## src/rtl/clbm_pkg.sv

```systemverilog
package clbm_pkg;

   localparam int IDX_W = 10;
   localparam int CMD_W = 2;
   localparam int EXT_W = 17;

   typedef enum logic [CMD_W-1:0] {
      CMD_INSERT = 2'd0,
      CMD_REMOVE = 2'd1,
      CMD_MOVE   = 2'd2
   } cmd_type;

   typedef enum logic [1:0] {
      KIND_INSERT = 2'd0,
      KIND_REMOVE = 2'd1,
      KIND_MOVE   = 2'd2,
      KIND_IGNORE = 2'd3
   } kind_type;

   typedef struct packed {
      logic             valid;
      logic [IDX_W-1:0] idx;
   } link_type;

   localparam link_type LINK_NONE = '0;

   typedef enum logic [6:0] {
      ST_CLEAR    = 7'b0000001,
      ST_IDLE     = 7'b0000010,
      ST_UNLINK   = 7'b0000100,
      ST_RD_NEW   = 7'b0001000,
      ST_INS_HEAD = 7'b0010000,
      ST_INS_LINK = 7'b0100000,
      ST_DONE     = 7'b1000000
   } state_type;

   typedef struct packed {
      logic clear;
      logic accept;
      logic unlink;
      logic rd_new;
      logic ins_head;
      logic ins_link;
      logic load_out;
   } dp_cmd_type;

   typedef struct packed {
      logic     clear_last;
      kind_type req_kind;
      kind_type kind;
   } dp_status_type;

endpackage

```

## src/rtl/clbm_ctrl.sv

```systemverilog
module clbm_ctrl import clbm_pkg::*; (
   input  logic          clock,
   input  logic          reset,
   input  logic          req_valid,
   output logic          req_ready,
   output logic          rsp_valid,
   input  logic          rsp_ready,
   output dp_cmd_type    cmd,
   input  dp_status_type status
);

   state_type state_ff, state_in;
   logic      rsp_valid_ff, rsp_valid_in;

   always_comb begin
      state_in  = state_ff;
      cmd       = '0;
      req_ready = 1'b0;
      case (state_ff)
         ST_CLEAR: begin
            cmd.clear = 1'b1;
            if (status.clear_last) begin
               state_in = ST_IDLE;
            end
         end
         ST_IDLE: begin
            req_ready = 1'b1;
            if (req_valid) begin
               cmd.accept = 1'b1;
               case (status.req_kind)
                  KIND_INSERT: state_in = ST_INS_HEAD;
                  KIND_REMOVE: state_in = ST_UNLINK;
                  KIND_MOVE:   state_in = ST_UNLINK;
                  default:     state_in = ST_DONE;
               endcase
            end
         end
         ST_UNLINK: begin
            cmd.unlink = 1'b1;
            state_in   = (status.kind == KIND_MOVE) ? ST_RD_NEW : ST_DONE;
         end
         ST_RD_NEW: begin
            cmd.rd_new = 1'b1;
            state_in   = ST_INS_HEAD;
         end
         ST_INS_HEAD: begin
            cmd.ins_head = 1'b1;
            state_in     = ST_INS_LINK;
         end
         ST_INS_LINK: begin
            cmd.ins_link = 1'b1;
            state_in     = ST_DONE;
         end
         ST_DONE: begin
            if (!rsp_valid_ff || rsp_ready) begin
               cmd.load_out = 1'b1;
               state_in     = ST_IDLE;
            end
         end
         default: begin
            state_in = ST_IDLE;
         end
      endcase
   end

   always_comb begin
      rsp_valid_in = rsp_valid_ff;
      if (cmd.load_out) begin
         rsp_valid_in = 1'b1;
      end else if (rsp_ready) begin
         rsp_valid_in = 1'b0;
      end
   end

   always_ff @(posedge clock) begin
      if (reset) begin
         state_ff     <= ST_CLEAR;
         rsp_valid_ff <= 1'b0;
      end else begin
         state_ff     <= state_in;
         rsp_valid_ff <= rsp_valid_in;
      end
   end

   assign rsp_valid = rsp_valid_ff;

endmodule

```

## config.mk

```make
export PLATFORM = sky130hd
export DESIGN_NAME = clbm_ctrl
export DESIGN_NICKNAME = d
export VERILOG_FILES = /design/src/rtl/clbm_pkg.sv /design/src/rtl/clbm_ctrl.sv
export SDC_FILE = /design/constraint.sdc
export NUM_CORES = 1
export LEC_CHECK = 0
export ABC_AREA = 1
export BUFFER_PORTS_ARGS = -buffer_cell sky130_fd_sc_hd__buf_2
export CORE_MARGIN = 2
export CORE_UTILIZATION = 40
export DETAILED_ROUTE_END_ITERATION = 7
export GPL_TIMING_DRIVEN = 0
export PLACE_DENSITY = 0.78
export RECOVER_POWER = 25
export SKIP_CTS_REPAIR_TIMING = 1
export SYNTH_ARGS = -nofsm -noshare
export SYNTH_HDL_FRONTEND = slang
export SYNTH_SLANG_ARGS = --single-unit
export TNS_END_PERCENT = 1
```

## constraint.sdc

```tcl
create_clock -name clock -period 1.4 [get_ports clock]
set_input_delay 0.21 -clock clock [delete_from_list [all_inputs] [get_ports clock]]
set_output_delay 0.21 -clock clock [all_outputs]
set_load 0.03 [all_outputs]
```

==> results of run 1 <==
==> sequential cells by signal (all words and copies together) (netlist names) <==
register,cells
state_ff,7
rsp_valid,1
==> power breakdown <==
part           switching [mW]  internal [mW]  total, mW
registers             0.00526          0.235      0.241
clock network          0.0885         0.0988      0.187
logic                  0.0894         0.0645      0.154
total                   0.183          0.399      0.582
==> cells in the mapped netlist <==
library cell  number  area, um2
nand2_4            1      11.26
nand3b_1           1      7.510
dfxtp_1            8      160.2
nor2_4             3      33.78
nand3_2            1      10.01
nor4_1             1      6.260
buf_4              1      7.510
nand2_1           16      60.06
nand3b_2           1      11.26
ha_1               2      25.02
nor3_1             3      15.01
nor2_2             6      37.54
inv_1             12      45.04
nor2_1            11      41.29
inv_2              7      26.28
nand3_1            5      25.02
a21oi_1            1      5.000
nand2_2            3      18.77
==> final timing paths <==
path,slack [ns],from,depth (start not counted),end
setup / recovery,-0.11,state_ff[5]$_SDFFE_PP0P_,6,cmd[5]
hold / removal,0.20,reset,2,state_ff[6]$_SDFFE_PP0P_
setup reg to reg,-0.06,state_ff[4]$_SDFFE_PP0P_,12,state_ff[1]$_SDFFE_PP0P_
hold reg to reg,0.56,state_ff[5]$_SDFFE_PP0P_,3,state_ff[5]$_SDFFE_PP0P_
==> cells by family (layout without fill, tap and decap cells) <==
group,Yosys count,after routing
buf+inv,20,46
simple gates,52,52
compound gates,1,1
flops,8,8
fa+ha+maj,2,2
==> metrics by stage <==
step	cells	hold WS (ns)	util (%)	cell area, um2
6_report	124	0.1996	63.39	814.5
2_1_floorplan	83	0.2791	-	553.0
3_5_place_dp	115	0.4890	51.12	656.9
3_3_place_gp	115	0.4766	51.12	656.9
5_1_grt	124	0.2131	63.39	814.5
4_1_cts	118	0.2065	52.87	679.4
==> metal layers <==
| layer | vias to the layer above | GRT usage [%] |
|---|---|---|
| met4 | 0 | 15.00 |
| met5 | - | 0 |
| met1 | 250 | 16.94 |
| li1 | 302 | - |
| met2 | 24 | 28.13 |
| met3 | 7 | 4.891 |
==> area by class of cell <==
cell class / instances / area (um2) / area share, %
multi-input cells: 55 / 362.8 / 44.55
well taps: 15 / 18.77 / 2.304
plain buffers: 1 / 7.507 / 0.9217
clock buffers: 3 / 22.52 / 2.765
flip-flops and latches: 8 / 165.2 / 20.28
inverters: 19 / 71.32 / 8.756
repair buffers: 23 / 166.4 / 20.43
==> worst reg2reg max path, stage by stage, from the launching register on <==
cell and delay, ns:
dfxtp_2 0.33, inv_2 0.05, nand2_4 0.09, nor2_4 0.07
buf_4 0.14, buf_4 0.12, buf_4 0.12, nand3b_2 0.10
nand2_2 0.07, nor2_4 0.11, inv_2 0.04, nor2_2 0.08
nor2_2 0.04
==> flow_summary.toml, run 1 <==
[status]
outcome = "complete, but fails checks"
violations = "setup timing"

[pwr]
power_density_mw_per_mm2 = 714.3
power.leakage_nw = 0.4436
ir_worst_vdd_mv = 0.3383
p_total_uw = 581.8

[worst_setup_path]
critPathLaunchType = "flop"
critPathArrivalTime_ns = 1.30
path_buf_inv = 2
critPathSlowestCell = "dfxtp_2"
cpPeakStageDelay_ns = 0.32
crit_required_ns = 1.19
crit_fanout = 5
setup.worst_path.end_class = "output port"
crit_family = "simple AND/OR/NAND/NOR gates"
worstSetupPathType = "flop to output port"
path_cells = "inv_2, nand2_4, nor2_4, nand2_4, nor2_4, buf_6"

[sta]
slew_viol_final = 0
rsz0062_at_grt = "true"
worstMarginPinSlew_ns = 0.3270
relSlewSlack_pct = 78.12
fmax_mhz = 663.0
tns_ns = -0.5477
fin_crit_ns = 1.508
finalCritPeriodShare_pct = 107.7
setup_viol = 10
finalHoldViolations = 0
skew_ns = 0.007683
layout_setup_ws_ns = -0.1084

[floorplan]
dieArea_mm2 = 0.001679
std_cell_rows = 13
initial_core_util_pct = 42.55
core_area_mm2 = 0.001285
pin_count = 18
die_w_um = 40.97
die_y_um = 40.97

[drt]
wl_per_cell_um = 10.54
met3_length_um = 71
wl_um = 1307
dr.pass1.iters = 4
ant_nets = 0
wl_met1_um = 551
highest_layer = "met4"
routed_via_density = 4.702
num_vias = 583
met2_length_um = 629
drt_iter0_markers = 9
post-route-drc-count = 0

[synthesis]
synthMuxAreaShare_pct = 0
yosys_warnings = 0
ys_seq_area_share_pct = 29.29
ys_seq_elements = 8
synth_xor_area_share_pct = 0
synthSimpleGateAreaFrac_pct = 50.80
synth_top_family_by_area = "simple AND/OR/NAND/NOR gates"
ys_types = 18
synth-compound-area-share_pct = 0.9153
netlist_instances = 83
syn_area_um2 = 546.8
synthAdderAreaFrac_pct = 4.577
syn_area_per_cell_um2 = 6.588
syn_nets = 94

[cts]
clkTransAtPathRegs_ns = 0.06
cts_tree = "done"
htree_levels = 1
max-clock-path-buffers = 2
insertion_delay_ns = 0.26
root_buffer = "clkbuf_4"
clock-sinks = 8
cts_buffers = 3

[final_layout]
layout.nets = 122
area_growth_pct = 48.97
layout_common_cells = "nand2_1 (13), nor2_1 (10), inv_2 (10), buf_2 (10), inv_1 (9)"
antenna_cells = 0
fill_cells = 121
final_common_cell = "nand2_1"
layout-drive-gt1-share_pct = 56.88

[placed_design]
gp_congestion = 0.8482
dp_hpwl_um = 960.7
portBuffers = 17
pre_cts_ws_ns = 0.004142

[global_routing]
first_global_vias = 436
grt_usage_pct = 16.95
grt_max_degree = 8
grt_pass1_wl_um = 1731
antenna_found_initial = 0
overflow = 0

[run]
cap_viol_max_count = 0

[worst_hold_path]
hp-class = "primary input to flop"
Power figures use the tool's default switching activity.
==> run 2: changes to the inputs <==
--- a/config.mk
+++ b/config.mk
@@ -11,7 +11,7 @@
 export CORE_UTILIZATION = 40
 export DETAILED_ROUTE_END_ITERATION = 7
 export GPL_TIMING_DRIVEN = 0
-export PLACE_DENSITY = 0.78
+export PLACE_DENSITY_LB_ADDON = 0.12
 export RECOVER_POWER = 25
 export SKIP_CTS_REPAIR_TIMING = 1
 export SYNTH_ARGS = -nofsm -noshare
==> flow_summary.toml, run 2 (same netlist as run 1, synthesis figures left out) <==
[status]
outcome = "complete, but fails checks"
violations = "setup timing"

[worst_setup_path]
cpPeakStageDelay_ns = 0.32
worstSetupPathType = "flop to output port"
critPathLaunchType = "flop"
crit_family = "simple AND/OR/NAND/NOR gates"
critPathArrivalTime_ns = 1.29
setup.worst_path.end_class = "output port"
path_cells = "inv_2, nand2_4, nor2_4, nand2_4, nor2_4, buf_6"
crit_required_ns = 1.19
crit_fanout = 6
path_buf_inv = 2
critPathSlowestCell = "dfxtp_2"

[pwr]
power_density_mw_per_mm2 = 722.0
ir_worst_vdd_mv = 0.3654
power.leakage_nw = 0.4413

[cts]
insertion_delay_ns = 0.26
clock-sinks = 8
root_buffer = "clkbuf_4"
cts_buffers = 3
cts_tree = "done"
clkTransAtPathRegs_ns = 0.06
htree_levels = 1
max-clock-path-buffers = 2

[final_layout]
area_growth_pct = 44.16
largest_register_ffs = 7
layout-drive-gt1-share_pct = 53.21
layout.nets = 122
final_common_cell = "nand2_1"
layout_common_cells = "nand2_1 (14), inv_1 (11), nor2_1 (10), buf_2 (10), inv_2 (8)"
antenna_cells = 0
largest_register = "state_ff"

[sta]
fin_crit_ns = 1.497
fmax_mhz = 667.8
skew_ns = 0.01061
hold-worst-slack_ns = 0.2056
relSlewSlack_pct = 80.74
setup_viol = 7
rsz0062_at_grt = "true"
worstMarginPinSlew_ns = 0.2878
layout_setup_ws_ns = -0.09735
finalHoldViolations = 0
slew_viol_final = 0
finalCritPeriodShare_pct = 107.0

[floorplan]
initial_core_util_pct = 42.55
die_w_um = 40.97
core_area_mm2 = 0.001285
dieArea_mm2 = 0.001679
std_cell_rows = 13
die_y_um = 40.97
pin_count = 18

[global_routing]
first_global_vias = 431
antenna_found_initial = 0
grt_usage_pct = 16.01
grt_max_degree = 8
grt_pass1_wl_um = 1621
overflow = 0

[placed_design]
gp_congestion = 0.8015
portBuffers = 17
dp_hpwl_um = 948.5
pre_cts_ws_ns = 0.03470

[drt]
drt_iter0_markers = 4
post-route-drc-count = 0
routed_via_density = 4.581
num_vias = 568
ant_nets = 0
wl_per_cell_um = 10.12
wl_um = 1255
dr.pass1.iters = 4

[run]
cap_viol_max_count = 0

[worst_hold_path]
hp-class = "primary input to flop"
-- run 2: area by class of cell --
cell class	count	area, um2
plain buffers	1	7.507
clock buffers	3	22.52
fillers	129	496.7
inverters	19	71.32
multi-input cells	55	336.6
flip-flops and latches	8	165.2
well taps	15	18.77
repair buffers	23	166.4
-- run 2: per-layer routing --
metal	GRT usage, %	wire length (um)	vias to the layer above
met2	26.95	603	23
met1	17.16	541	240
met4	15.00	41	0
met5	0	0	-
li1	-	-	301
met3	1.630	68	4
-- run 2: report_power, final --
group / switching, mW / internal (mW) / total (mW)
sequential: 0.00449 / 0.235 / 0.240
combinational: 0.0844 / 0.0622 / 0.147
clock: 0.0840 / 0.0985 / 0.183
-- run 2: final timing paths --
path / from / cells after the start / slack [ns] / end
max: state_ff[5]$_SDFFE_PP0P_ / 6 / -0.1 / cmd[5]
min: reset / 2 / 0.21 / state_ff[2]$_SDFFE_PP0P_
max reg2reg: state_ff[5]$_SDFFE_PP0P_ / 11 / 0.04 / state_ff[1]$_SDFFE_PP0P_
min reg2reg: state_ff[5]$_SDFFE_PP0P_ / 3 / 0.59 / state_ff[5]$_SDFFE_PP0P_
-- run 2: metrics by stage --
step                cell area (um2)  utilization, %  cells  TNS, ns  total power, mW
global route                  788.3           61.34    124  -0.9093           0.5958
floorplan                     553.0               -     83        0           0.3312
global placement              656.9           51.12    115        0           0.3625
detailed placement            656.9           51.12    115        0           0.3657
finish                        788.3           61.34    124  -0.3270           0.5691
CTS                           679.4           52.87    118   -1.100           0.5462
==> run 3: changes to the inputs <==
--- a/config.mk
+++ b/config.mk
@@ -7,8 +7,11 @@
 export LEC_CHECK = 0
 export ABC_AREA = 1
 export BUFFER_PORTS_ARGS = -buffer_cell sky130_fd_sc_hd__buf_2
+export CELL_PAD_IN_SITES_DETAIL_PLACEMENT = 1
+export CELL_PAD_IN_SITES_GLOBAL_PLACEMENT = 1
+export CORE_ASPECT_RATIO = 1.1
 export CORE_MARGIN = 2
-export CORE_UTILIZATION = 40
+export CORE_UTILIZATION = 32
 export DETAILED_ROUTE_END_ITERATION = 7
 export GPL_TIMING_DRIVEN = 0
 export PLACE_DENSITY_LB_ADDON = 0.12
==> flow_summary.toml, run 3 (same netlist as run 1, synthesis figures left out) <==
[status]
outcome = "complete, but fails checks"
violations = "setup timing"

[worst_hold_path]
hp-class = "primary input to flop"
hold_start = "reset"
min_to = "state_ff[2]$_SDFFE_PP0P_"
hold_depth = 2

[sta]
setup_viol = 7
finalHoldViolations = 0
slew_viol_final = 0
skew_ns = 0.006284
worstMarginPinSlew_ns = 0.3608
rsz0062_at_grt = "true"
finalCritPeriodShare_pct = 107.0
fmax_mhz = 667.4
fin_crit_ns = 1.498
layout_setup_ws_ns = -0.09838
tns_ns = -0.5284
relSlewSlack_pct = 76.05

[run]
cap_viol_max_count = 0

[global_routing]
antenna_found_initial = 0
grt_max_degree = 8
grt_pass1_wl_um = 2076
first_global_vias = 494
overflow = 0
grt_usage_pct = 14.70

[worst_setup_path]
startpoint = "state_ff[5]$_SDFFE_PP0P_"
r2r_end = "state_ff[1]$_SDFFE_PP0P_"
critPathArrivalTime_ns = 1.29
critPathLaunchType = "flop"
crit_fanout = 5
rrSetupSlack_ns = 0.07
ff2ff_path_depth = 9
worstSetupPathType = "flop to output port"
regToRegStartpoint = "state_ff[5]$_SDFFE_PP0P_"
crit_required_ns = 1.19
setup.worst_path.end_class = "output port"

[final_layout]
layout.nets = 122
largest_register_ffs = 7
area_growth_pct = 47.37
antenna_cells = 0
layout_common_cells = "nand2_1 (13), nor2_1 (10), inv_2 (10)"
largest_register = "state_ff"
layout-drive-gt1-share_pct = 55.05
fin_area_um2 = 805.8
multiInputGateArea_um2 = 349.1
register_area_um2 = 165.2
fill_cells = 226
fin_util_pct = 50.51
final_common_cell = "nand2_1"

[floorplan]
core_area_mm2 = 0.001595
die_y_um = 47.36
std_cell_rows = 15
die_w_um = 43.41
initial_core_util_pct = 34.27
dieArea_mm2 = 0.002056
pin_count = 18

[placed_design]
gp_congestion = 0.7290
dpl_cell_area_um2 = 659.4
portBuffers = 17
dp_hpwl_um = 1128

[drt]
post-route-drc-count = 0
drt_iter0_markers = 5
dr.pass1.iters = 3
wl_um = 1508
routed_via_density = 4.643
wl_per_cell_um = 11.97
num_vias = 585
ant_nets = 0

[cts]
insertion_delay_ns = 0.26
cts_tree = "done"
cts_buffers = 3
htree_levels = 1
clock-sinks = 8
clkTransAtPathRegs_ns = 0.06
max-clock-path-buffers = 2
root_buffer = "clkbuf_4"

[pwr]
p_total_uw = 572.4
power_density_mw_per_mm2 = 710.4
ir_worst_vdd_mv = 0.4832
power.leakage_nw = 0.4387
run 3: cell counts in the layout (fill, tap and decap cells not counted):
No cell type changed its count.
run 3: layout make-up:
class                           count  area share, %
Inverter                           19          8.851
Multi-Input combinational cell     55          43.32
Clock buffer                        3          2.795
Tap cell                           17          2.640
Buffer                              1         0.9317
Timing Repair Buffer               23          20.96
Sequential cell                     8          20.50
run 3: layer usage:
metal	vias to the layer above	global-route usage [%]	share of wire (%)
met4	0	10.91	1.7
met2	17	24.48	53
li1	302	-	-
met1	264	15.75	41
met5	-	0	0
met3	2	5.000	4.7
run 3: worst max-delay path by stage:
| stage | endpoint | slack (ns) | depth (start not counted) |
|---|---|---|---|
| 2_1_floorplan | cmd[6] | 0.13 | 3 |
| 3_3_place_gp | cmd[0] | 0.04 | 7 |
| 3_5_place_dp | cmd[0] | 0.002 | 7 |
| 4_1_cts | cmd[0] | -0.28 | 7 |
| 5_1_grt | cmd[5] | -0.19 | 6 |
| 6_report | cmd[4] | -0.1 | 6 |
run 3: stage by stage:
stage | std cells | worst slack [ns] | hold WS, ns
5_1_grt | 126 | -0.1918 | 0.2083
3_3_place_gp | 117 | 0.03902 | 0.4831
6_report | 126 | -0.09838 | 0.2127
4_1_cts | 120 | -0.2849 | 0.2162
2_1_floorplan | 83 | 0.1268 | 0.2791
3_5_place_dp | 117 | 0.002427 | 0.4891
run 3: critical path: stages (launching register included):
cell and delay (ns):
dfxtp_2 0.32, inv_2 0.08, nand2_4 0.08, nor2_4 0.20, nand2_1 0.12, inv_1 0.06, clkbuf_4 0.17
run 3: power breakdown:
group          internal, mW  total [mW]  switching, mW
Sequential            0.235       0.241        0.00591
Combinational        0.0621       0.150         0.0877
Clock                0.0984       0.181         0.0828
Total                 0.396       0.572          0.176
